==> src/hdl/hvn_pkg.sv <==
// Shared constants, types and helpers for the heightmap vertex normal block.
package hvn_pkg;

  localparam int MAX_COLS = 64;
  localparam int MAX_ROWS = 64;
  localparam int DEPTH    = MAX_COLS * MAX_ROWS;
  localparam int ADDR_W   = $clog2(DEPTH);
  localparam int COORD_W  = 6;
  localparam int DIM_W    = 7;
  localparam int HGT_W    = 8;
  localparam int SUM_W    = 11;
  localparam int MAG_W    = 10;
  localparam int SQ_W     = 20;
  localparam int LEN_W    = 22;
  localparam int Q_W      = 16;
  localparam int ACC_W    = 56;

  localparam logic [1:0] REG_GRID_WIDTH  = 2'd0;
  localparam logic [1:0] REG_GRID_HEIGHT = 2'd1;
  localparam logic [1:0] REG_DIVISOR     = 2'd2;

  localparam logic OP_WRITE = 1'b0;
  localparam logic OP_QUERY = 1'b1;

  typedef struct packed {
    logic           done;
    logic [Q_W-1:0] q;
  } root_stat_t;

  function automatic logic [DIM_W-1:0] clamp_dim(input logic [DIM_W-1:0] v,
                                                 input logic [DIM_W-1:0] maxv);
    logic [DIM_W-1:0] r;
    r = v;
    if (v < DIM_W'(2)) r = DIM_W'(2);
    else if (v > maxv) r = maxv;
    return r;
  endfunction

endpackage

==> src/hdl/hvn_root.sv <==
// Bit-serial unit: largest q with q*q*len2 <= tgt_sq<<30, one bit per cycle.
module hvn_root (
  input  logic                      clk,
  input  logic                      rst,
  input  logic                      start,
  input  logic [hvn_pkg::SQ_W-1:0]  tgt_sq,
  input  logic [hvn_pkg::LEN_W-1:0] len2,
  output hvn_pkg::root_stat_t       stat
);

  logic                       busy;
  logic [3:0]                 k;
  logic [hvn_pkg::ACC_W-1:0]  p;
  logic [hvn_pkg::ACC_W-1:0]  ql;
  logic [hvn_pkg::Q_W-1:0]    q;
  logic                       done;
  logic [hvn_pkg::ACC_W-1:0]  tgt;
  logic [hvn_pkg::ACC_W-1:0]  cand;
  logic [4:0]                 sh_ql;
  logic                       fits;

  assign tgt   = hvn_pkg::ACC_W'(tgt_sq) << 30;
  assign sh_ql = {1'b0, k} + 5'd1;
  assign cand  = p + (ql << sh_ql) + (hvn_pkg::ACC_W'(len2) << {k, 1'b0});
  assign fits  = cand <= tgt;

  always_ff @(posedge clk) begin
    if (rst) begin
      busy <= 1'b0;
      done <= 1'b0;
    end else begin
      done <= 1'b0;
      if (start) begin
        busy <= 1'b1;
      end else if (busy && k == 4'd0) begin
        busy <= 1'b0;
        done <= 1'b1;
      end
    end
  end

  always_ff @(posedge clk) begin
    if (start) begin
      k  <= 4'd15;
      p  <= '0;
      ql <= '0;
      q  <= '0;
    end else if (busy) begin
      k <= k - 4'd1;
      if (fits) begin
        p  <= cand;
        ql <= ql + (hvn_pkg::ACC_W'(len2) << k);
        q  <= q | (hvn_pkg::Q_W'(1) << k);
      end
    end
  end

  assign stat.done = done;
  assign stat.q    = q;

endmodule

==> config.mk <==
export PLATFORM = sky130hd
export DESIGN_NAME = hvn_root
export DESIGN_NICKNAME = d
export VERILOG_FILES = /design/src/hdl/hvn_pkg.sv /design/src/hdl/hvn_root.sv
export SDC_FILE = /design/constraint.sdc
export NUM_CORES = 1
export LEC_CHECK = 0
export BUFFER_PORTS_ARGS = -buffer_cell sky130_fd_sc_hd__buf_4
export CORE_AREA = 2 2 246 248
export DETAILED_ROUTE_END_ITERATION = 10
export DIE_AREA = 0 0 248 250
export PLACE_DENSITY = 0.48
export SYNTH_ARGS = -nofsm -noshare
export SYNTH_HDL_FRONTEND = slang
export SYNTH_SLANG_ARGS = --single-unit
export TNS_END_PERCENT = 1
==> constraint.sdc <==
create_clock -name clk -period 11.3 [get_ports clk]
set_input_delay 0.565 -clock clk [delete_from_list [all_inputs] [get_ports clk]]
set_output_delay 0.565 -clock clk [all_outputs]
set_load 0.1 [all_outputs]
* Word level (Yosys, flattened, before mapping) *
Cells that the tools add are included.

word-level totals
  output and inout port bits = 17
  register bits = 134
  word-level logic and storage cells = 25

cells by class
  multiplexer cells = 3
  $add $sub $neg = 5
  bitwise operators = 1
  reductions and logical operators = 5
  shifts and indexed selects = 4
  magnitude comparators = 1

operators by type and width
  kind                                                                count
  56-bit adder                                                        3
  56-bit by 50-bit less-or-equal comparator with 1-bit output         1
  22-bit by 4-bit left shift with 56-bit output                       1
  22-bit by 5-bit left shift with 56-bit output                       1
  56-bit by 5-bit left shift with 56-bit output                       1
  16-bit bitwise OR                                                   1
  1-bit by 4-bit left shift with 16-bit output, first input constant  1
  4-bit by 1-bit adder with 5-bit output, second input constant       1
  4-bit logical NOT                                                   1
  4-bit by 1-bit subtractor with 4-bit output, second input constant  1
  1-bit 2-to-1 mux                                                    3
  2-bit AND reduction                                                 1
  2-bit nonzero test                                                  1
  2-bit OR reduction                                                  1
  1-bit logical AND                                                   1

* Longest topological paths before layout *
Gate-level depths: netlist (run 1).

  depth in word-level cells = 6
  depth in mapped cells = 44

* Worst setup path before layout (run 1) *
No wires, ideal clock.

  path kind = register -> register
  from = reg k[0]
  to = reg ql[48] (netlist name)
  slack = 2.395 ns
  setup time = 0.121 ns
  path buffers = 10
  stages on the path, launching flop included = 41
  data required time = 11.179 ns
  arrival time = 8.785 ns
  cell sequence = dfxtp_1 inv_1 clkbuf_1 buf_1 buf_1 ha_1 buf_2 buf_6 buf_2 clkbuf_1 clkbuf_1 mux4_2 mux2i_1 nand2_1 o21ai_0 o22ai_1 fa_1 ha_1 [5 not listed] a311oi_2 o21ai_1 a41o_1 a21oi_1 xnor2_1 ha_1 nand4_1 nor3_1 nand4_1 nor4_1 nand4_1 a211oi_1 nand4_1 nor4b_4 o211ai_2 buf_2 nor4b_1 mux2_2

on the way
  longest elaborated chain between the ends = 6

RTL lines
  item                                                         RTL line        source
  from (decl)                                                  hvn_root.sv:12  logic [3:0] k;
  from (signal assigned)                                       hvn_root.sv:49  k <= k - 4'd1;
  4-bit by 1-bit adder with 5-bit output                       hvn_root.sv:23  assign sh_ql = {1'b0, k} + 5'd1;
  net sh_ql[0]                                                 hvn_root.sv:19  logic [4:0] sh_ql;
  56-bit by 5-bit left shift with 56-bit output                hvn_root.sv:24  assign cand = p + (ql << sh_ql) + (hvn_pkg::ACC_W'(len2) << {k, 1'b0});
  56-bit adder (2 in a row)                                    hvn_root.sv:24
  net cand, one bit                                            hvn_root.sv:18  logic [hvn_pkg::ACC_W-1:0] cand;
  56-bit by 50-bit less-or-equal comparator with 1-bit output  hvn_root.sv:25  assign fits = cand <= tgt;
  2-bit AND reduction (no source line)                         n/a
  to (signal assigned)                                         hvn_root.sv:52  ql <= ql + (hvn_pkg::ACC_W'(len2) << k);
  to (decl)                                                    hvn_root.sv:14  logic [hvn_pkg::ACC_W-1:0] ql;

The timed path passes the listed nets, and every way through them passes these cells.
A chain may end at the register's enable or synchronous reset.

* Worst setup path after layout (run 1) *
  from = reg k[1]
  to = reg ql[2] (netlist name)

on the way
  longest elaborated chain between the ends = 6

RTL lines
  item                                                           RTL line
  4-bit by 1-bit adder with 5-bit output                         hvn_root.sv:23
  56-bit by 5-bit left shift with 56-bit output                  hvn_root.sv:24
  56-bit adder                                                   hvn_root.sv:24
  56-bit adder *                                                 hvn_root.sv:24
  net cand, one bit                                              hvn_root.sv:18
  56-bit by 50-bit less-or-equal comparator with 1-bit output *  hvn_root.sv:25
  2-bit AND reduction (no source line) *                         n/a

The timed path passes the listed nets; every way through them passes the cells marked *.

==> results of run 1 <==
worst max path at each step:
stage                   to  cells past startpoint  slack, ns
floorplan           ql[48]                     40       2.39
global placement     ql[5]                     32       0.60
detailed placement   ql[2]                     28       0.57
CTS                  ql[2]                     33       0.43
global route         ql[2]                     32       0.23
finish               ql[2]                     32       0.97
routing by layer:
metal,vias up,GRT usage,routed length [µm]
met4,0,0.0761,2100
met3,105,0.0252,3380
met2,586,0.347,31100
met1,8886,0.312,32900
li1,8535,-,-
met5,-,0,0
repair_timing:
action                                  CTS  global route
hold endpoints to repair                  0             0
endpoints found under the setup margin    0            42
resized for setup                         0             2
cell families (layout without fill, tap and decap cells):
group           after synthesis  in the layout
compound gates              752            752
xor+xnor                     81             81
fa+ha+maj                   176            176
buf+inv                     262            205
flops                       134            134
mux                         148            148
simple gates                802            802
power by group:
part / internal (mW) / switching, mW / total [mW]
clock network: 0.383 / 0.235 / 0.618
logic: 0.503 / 1.15 / 1.65
registers: 0.484 / 0.0167 / 0.501
total: 1.37 / 1.40 / 2.77
critical path, delay by kind of cell (launching register included):
family | cells | cell delay, ns
AO/OA/AOI/OAI | 13 | 3.86
XOR/XNOR | 1 | 0.15
adder cells (fa/ha/maj) | 4 | 1.83
buffers and inverters | 2 | 0.95
flip-flops | 1 | 0.32
multiplexers | 3 | 0.78
AND/OR/NAND/NOR | 9 | 2.23
registers in the layout, summed over array words and instances (netlist names):
| register | cells |
|---|---|
| p | 56 |
| ql | 56 |
| q | 16 |
| k | 4 |
| busy | 1 |
| done | 1 |
final cells by class:
type,instances,area (µm²),share of cell area
Timing Repair Buffer,97,728,0.0378
Inverter,77,289,0.0150
Clock inverter,9,150,0.00780
Clock buffer,22,474,0.0246
Multi-Input combinational cell,1959,13900,0.724
Tap cell,782,978,0.0508
Sequential cell,134,2690,0.140
layout by cell type (no fill, tap or decap), types with 27 or more instances in the layout:
master and n:
nand2_1 242, a21oi_1 241, nor2_1 215, o21ai_0 136
dfxtp_1 130, ha_1 121, buf_4 97, nand4_1 95
mux2i_1 83, inv_1 75, o31ai_1 73, a21o_1 54
fa_1 54, xnor2_1 46, nor2b_1 43, nor3_1 40
mux2_2 39, o211ai_1 35, nand3_1 32, xor2_1 31
nor4_1 29, a211oi_1 27
per-stage QoR:
step | utilization | hold slack (ns) | power (mW)
CTS | 0.323 | 0.239 | 2.75
global placement | 0.313 | 0.450 | 2.13
floorplan | - | 0.443 | 1.61
finish | 0.323 | 0.252 | 2.77
detailed placement | 0.313 | 0.450 | 2.13
global route | 0.323 | 0.246 | 2.95
==> summary.md, run 1 <==
| Metric | Value |
|---|---|
| Status | finished, final reports clean |
| Post-DRT Antenna Nets | 0 |
| Reg2Reg Depth | 32 |
| Slew HR | 0.187 |
| Fin nets | between 2,000 and 3,000 |
| Clk buf depth | 2 |
| CTS H-tree depth | 4 |
| Mapped Cells | approximately 2,400 |
| Crit end category | flop |
| Yosys cell types | 85 |
| Post-CTS Hold Fix Bufs | 0 |
| DR vias | 18,100 |
| Required @ worst endpoint | 11.65 ns |
| Post-detailed-routing wire length | 69,400 µm |
| Ranking of synthesized cells by area | dfxtp_1, ha_1, a21oi_1 |
| Clock-pin transition on the worst setup and hold timing paths | 0.07 ns |
| Num rows | 90 |
| Launch point of the worst reg-to-reg path | k[1] |
| Peak Freq | just under 100 MHz |
| Setup TNS | 0 ns |
| Reg-to-reg slack, setup | a little under 1 ns |
| RSZ-0062 raised after global routing | false |
| Syn_area_per_cell | 7.46 µm² |
| Synth Area in Simple Gates | 0.220 |
| Pin count of the biggest net entering global routing | 74 |
| Top FF cell, synth | dfxtp_1 |
| WL/cell | roughly 23 µm |
| Clk_skew | 0.00925 ns |
| DP HPWL | 54,000 µm |
| Sequential area share after synthesis | 0.153 |
| Min-Delay Startpoint | rst |
| WHS Endpoint | busy |
| Fin crit period | 10.33 ns |
| Path type of the worst setup path | flop to flop |
| # setup viols final | 0 |
| Hold Path Depth | 2 |
| Clk root buf | clkbuf_16 |
| Async set-or-reset flop fraction in the synthesized netlist | 0 |
| Initial DRT Pass Iterations | 5 |
| EDFF count, synth | 0 |
| Fin cells | 3,080 |
| Leak | 7.96 nW |
| 1st-iter DRT viols | 1,642 |
| DP Cell Count | about 3,000 |
| First-pass GRT wire length | between 100,000 and 150,000 µm |
| Routed vias/inst | approximately 5.9 |
| Synthesized net count | roughly 2,600 |
| Yosys top cell by area | dfxtp_1 |
| Latest clock arrival within the worst-skew pair | 0.48 ns |
| Port bufs | 61 |
| Post-synthesis mux area share | 0.104 |
| Core area | 0.0596 mm² |
| Post-Synth Adder-Cell Area | 0.148 |
| Clk sinks | 134 |
| Initial cell density of the core | 0.295 |
| Share of layout cells above drive strength 1 | 0.108 |
| Vias in the first global route | 17,400 |
| # Max-Cap Violations | 0 |
| Total track usage | 0.221 |
| Synth Area in Compound Gates | 0.276 |
| Die Y | 250 µm |
| Largest family of logic cells by synthesized area | compound AO/OA/AOI/OAI gates |
| FF+latch count, synth | 134 |
| CTS tree | yes |
| Origin of the worst setup path | k[1] |
| Synth top area share | 0.153 |
| # Post-CTS Setup Buffers | 0 |
| VDD IR max | 107 µV |
| Power per Cell Area | 144 mW/mm² |
| Post-Synth XOR/XNOR Area | 0.0404 |
| Placed cell area | 0.0186 mm² |
| Final period util | 0.914 |
| Max incr delay on CP | between 0.6 and 0.7 ns |
| Worst Path Max Fanout | 42 |
| Yosys warning total | 0 |
| Area growth, synth to finish | 9.58% |
| # fillers | around 6,500 |
| Most common cell in the netlist | nand2_1 |
| Die Area | 0.0620 mm² |
| Hold crit path type | primary input to flop |
| Cell area after layout | 0.0193 mm² |
| Commonest cells in the netlist | nand2_1, a21oi_1, nor2_1 |
| Max Slew Vio Count | 0 |
| Die W | 248 µm |
| Initial antenna violation count | 0 |
| Hold Violations, Final | 0 |
| Worst R2R End | ql[2] |
| I/O pins | 62 |
| Gr ovfl total | 0 |
| Slew @ Worst Pin | approximately 1.2 ns |
| DR DRC count | 0 |
| WP data arrival | 10.68 ns |
| Critical path's slowest cell | o21ai_0 |
| CTS buffer count | 17 |
| Post-Synthesis Cell Area | 0.0176 mm² |
| Placement Setup Slack | 0.567 ns |
| Startpoint class of the critical path | flop |
| Final setup margin | 0.971 ns |
| Antenna Cells | 0 |
| RePlAce Congestion | 0.974 |
Power figures use the tool's default switching activity.
==> inputs of run 2 (changes only) <==
ABC_AREA = 1   (was unset)
CORE_AREA = 2 2 257 259   (was 2 2 246 248)
DIE_AREA = 0 0 259 261   (was 0 0 248 250)
==> summary.md, run 2 <==
| Metric | Value |
|---|---|
| Status | finished, final reports clean (unchanged) |
| Peak Freq | 108 MHz (was 96.8 MHz) |
| DP Cell Count | 4,220 (was 3,049) |
| Pin count of the biggest net entering global routing | 73 (was 74) |
| VDD IR max | 140 µV (was 107 µV) |
| Ranking of synthesized cells by area | nand2_1, dfxtp_1, inv_1 (was dfxtp_1, ha_1, a21oi_1) |
| CTS H-tree depth | 4 (unchanged) |
| Post-Synth Adder-Cell Area | 0.135 (was 0.148) |
| Fin cells | 4,252 (was 3,080) |
| Setup TNS | 0 ns (unchanged) |
| Routed vias/inst | 4.97 (was 5.88) |
| Commonest non-fill, non-tap cell in the layout | nand2_1 (unchanged) |
| Latest clock arrival within the worst-skew pair | 0.46 ns (was 0.48 ns) |
| Max incr delay on CP | 0.65 ns (was 0.62 ns) |
| # Post-CTS Setup Buffers | 0 (unchanged) |
| DP HPWL | 63,600 µm (was 54,000 µm) |
| Post-Synth XOR/XNOR Area | 0.0263 (was 0.0404) |
| Die W | 259 µm (was 248 µm) |
| Most frequent cells in the layout | nand2_1, inv_1, nor2_1, o21ai_0, a21oi_1 (was nand2_1, a21oi_1, nor2_1, o21ai_0, dfxtp_1) |
| Startpoint class of the critical path | flop (unchanged) |
| Num rows | 94 (was 90) |
| Area of the multi-input gates | 0.0140 mm² (was 0.0139 mm²) |
| Synth Area in Simple Gates | 0.379 (was 0.220) |
| Placement Setup Slack | 2.02 ns (was 0.567 ns) |
| Yosys warning total | 0 (unchanged) |
| Post-Synthesis Cell Area | 0.0193 mm² (was 0.0176 mm²) |
| Critical path's slowest cell | nand3_4 (was o21ai_0) |
| Syn_area_per_cell | 5.65 µm² (was 7.46 µm²) |
| 1st-iter DRT viols | 1,775 (was 1,642) |
| Initial cell density of the core | 0.297 (was 0.295) |
| Final setup margin | 2.02 ns (was 0.971 ns) |
| Fin nets | 3,596 (was 2,507) |
| Total power | 2.92 mW (was 2.77 mW) |
| Yosys cell types | 45 (was 85) |
| # Max-Cap Violations | 0 (unchanged) |
| Sequential cell area | 0.00269 mm² (about the same) |
| Synth top area share | 0.198 (was 0.153) |
| Clock-pin transition on the worst setup and hold timing paths | 0.07 ns (about the same) |
| Post-DRT Antenna Nets | 0 (unchanged) |
| DR vias | 21,100 (was 18,100) |
| Yosys top cell by area | nand2_1 (was dfxtp_1) |
| Die Y | 261 µm (was 250 µm) |
| Worst Path Max Fanout | 72 (was 42) |
| Slew HR | 0.369 (was 0.187) |
| Area growth, synth to finish | 8.86% (was 9.58%) |
| Port bufs | 61 (unchanged) |
| Initial DRT Pass Iterations | 6 (was 5) |
| CTS tree | yes (unchanged) |
| Synth Area in Compound Gates | 0.144 (was 0.276) |
| Max Slew Vio Count | 0 (unchanged) |
| Hold Violations, Final | 0 (unchanged) |
| CTS buffer count | 17 (unchanged) |
| Clk buf depth | 2 (unchanged) |
| Post-cts resize count | 0 (unchanged) |
| Crit end category | flop (unchanged) |
| Critical path's most frequent cell | nand2_1 |
| Path type of the worst setup path | flop to flop (unchanged) |
| # fillers | 7,397 (was 6,458) |
| Initial antenna violation count | 0 (unchanged) |
| # setup viols final | 0 (unchanged) |
| Slew @ Worst Pin | 0.937 ns (was 1.21 ns) |
| RSZ-0062 raised after global routing | false (unchanged) |
| WHS | 0.259 ns (was 0.252 ns) |
| WP data arrival | 9.68 ns (was 10.68 ns) |
| Top FF cell, synth | dfxtp_1 (unchanged) |
| Antenna Cells | 0 (unchanged) |
| Commonest cells in the netlist | nand2_1, inv_1, nor2_1 (was nand2_1, a21oi_1, nor2_1) |
| Synthesized net count | 3,642 (was 2,576) |
| Biggest regs | p (56), ql (56), q (16) (unchanged) |
| Most common cell in the netlist | nand2_1 (unchanged) |
| First-pass GRT wire length | 119,000 µm (was 106,000 µm) |
| Sequential area share after synthesis | 0.139 (was 0.153) |
| FF+latch count, synth | 134 (unchanged) |
| Die Area | 0.0676 mm² (was 0.0620 mm²) |
| Largest family of logic cells by synthesized area | simple AND/OR/NAND/NOR gates (was compound AO/OA/AOI/OAI gates) |
| Post-synthesis mux area share | 0.0383 (was 0.104) |
| Fin crit period | 9.28 ns (was 10.33 ns) |
| Clk root buf | clkbuf_16 (unchanged) |
| Clk_skew | 0.0142 ns (was 0.00925 ns) |
| RePlAce Congestion | 0.947 (was 0.974) |
| Post-detailed-routing wire length | 77,600 µm (was 69,400 µm) |
| Hold crit path type | primary input to flop (unchanged) |
| Core area | 0.0650 mm² (was 0.0596 mm²) |
| Async set-or-reset flop fraction in the synthesized netlist | 0 (unchanged) |
| Final period util | 0.821 (was 0.914) |
| Required @ worst endpoint | 11.69 ns (was 11.65 ns) |
| Post-CTS Hold Fix Bufs | 0 (unchanged) |
| Power per Cell Area | 139 mW/mm² (was 144 mW/mm²) |
| Mapped Cells | 3,421 (was 2,355) |
| Total track usage | 0.229 (was 0.221) |
| WL/cell | 18.2 µm (was 22.5 µm) |
| Leak | 10.7 nW (was 7.96 nW) |
| DR DRC count | 0 (unchanged) |
| EDFF count, synth | 0 (unchanged) |
| Clk sinks | 134 (unchanged) |
| I/O pins | 62 (unchanged) |
| Gr ovfl total | 0 (unchanged) |
| Share of layout cells above drive strength 1 | 0.0502 (was 0.108) |
| Vias in the first global route | 20,400 (was 17,400) |
run 2: cell types whose count changed after synthesis, sizes merged, moves of 73 or more:
cell | previous run | this run
nand3 | 33 | 171
nand2 | 244 | 1020
nor2 | 216 | 412
o21ai | 148 | 249
inv | 76 | 535
o31ai | 73 | 0
run 2: per-stage QoR:
stage | cell area [µm²] | utilization
2_1_floorplan | 19300 | -
3_3_place_gp | 20400 | 0.314
3_5_place_dp | 20400 | 0.314
4_1_cts | 21000 | 0.323
5_1_grt | 21000 | 0.323
6_report | 21000 | 0.323
run 2: cell type report:
class | instances | share of cell area
clock buffers | 18 | 0.0214
clock inverters | 14 | 0.00868
inverters | 536 | 0.0957
multi-input cells | 2603 | 0.665
flip-flops and latches | 134 | 0.128
well taps | 864 | 0.0514
repair buffers | 83 | 0.0296
run 2: path summary, 6_finish.rpt:
check                           startpoint      to  slack, ns  depth (start not counted)
worst min register to register       p[54]   p[54]       0.45                          2
worst min-delay path                   rst    busy       0.26                          2
worst max-delay path                  k[0]  ql[13]       2.02                         41
worst max register to register        k[0]  ql[13]       2.02                         41
run 2: cell families after synthesis:
| family | after synthesis |
|---|---|
| AO/OA/AOI/OAI | 520 |
| XOR/XNOR | 58 |
| adder cells (fa/ha/maj) | 176 |
| buffers and inverters | 684 |
| flip-flops | 134 |
| multiplexers | 74 |
| AND/OR/NAND/NOR | 1775 |
run 2: power by group:
part,switching [mW],internal [mW]
sequential,0.0255,0.496
clock,0.261,0.366
combinational,1.26,0.510
total,1.54,1.37
run 2: metal layers:
| layer | vias up | wire length, µm | GRT usage |
|---|---|---|---|
| li1 | 10800 | - | - |
| met1 | 9615 | 36100 | 0.308 |
| met2 | 571 | 35700 | 0.386 |
| met3 | 118 | 3150 | 0.0160 |
| met4 | 0 | 2560 | 0.0801 |
| met5 | - | 0 | 0 |
run 2: worst max-delay path, delay by kind of cell, from the launching register on:
| kind | cells | cell delay (ns) |
|---|---|---|
| AND/OR/NAND/NOR | 26 | 3.88 |
| buffers and inverters | 6 | 1.83 |
| adder cells (fa/ha/maj) | 4 | 1.58 |
| AO/OA/AOI/OAI | 2 | 0.82 |
| multiplexers | 2 | 0.52 |
| flip-flops | 1 | 0.35 |
| XOR/XNOR | 1 | 0.15 |
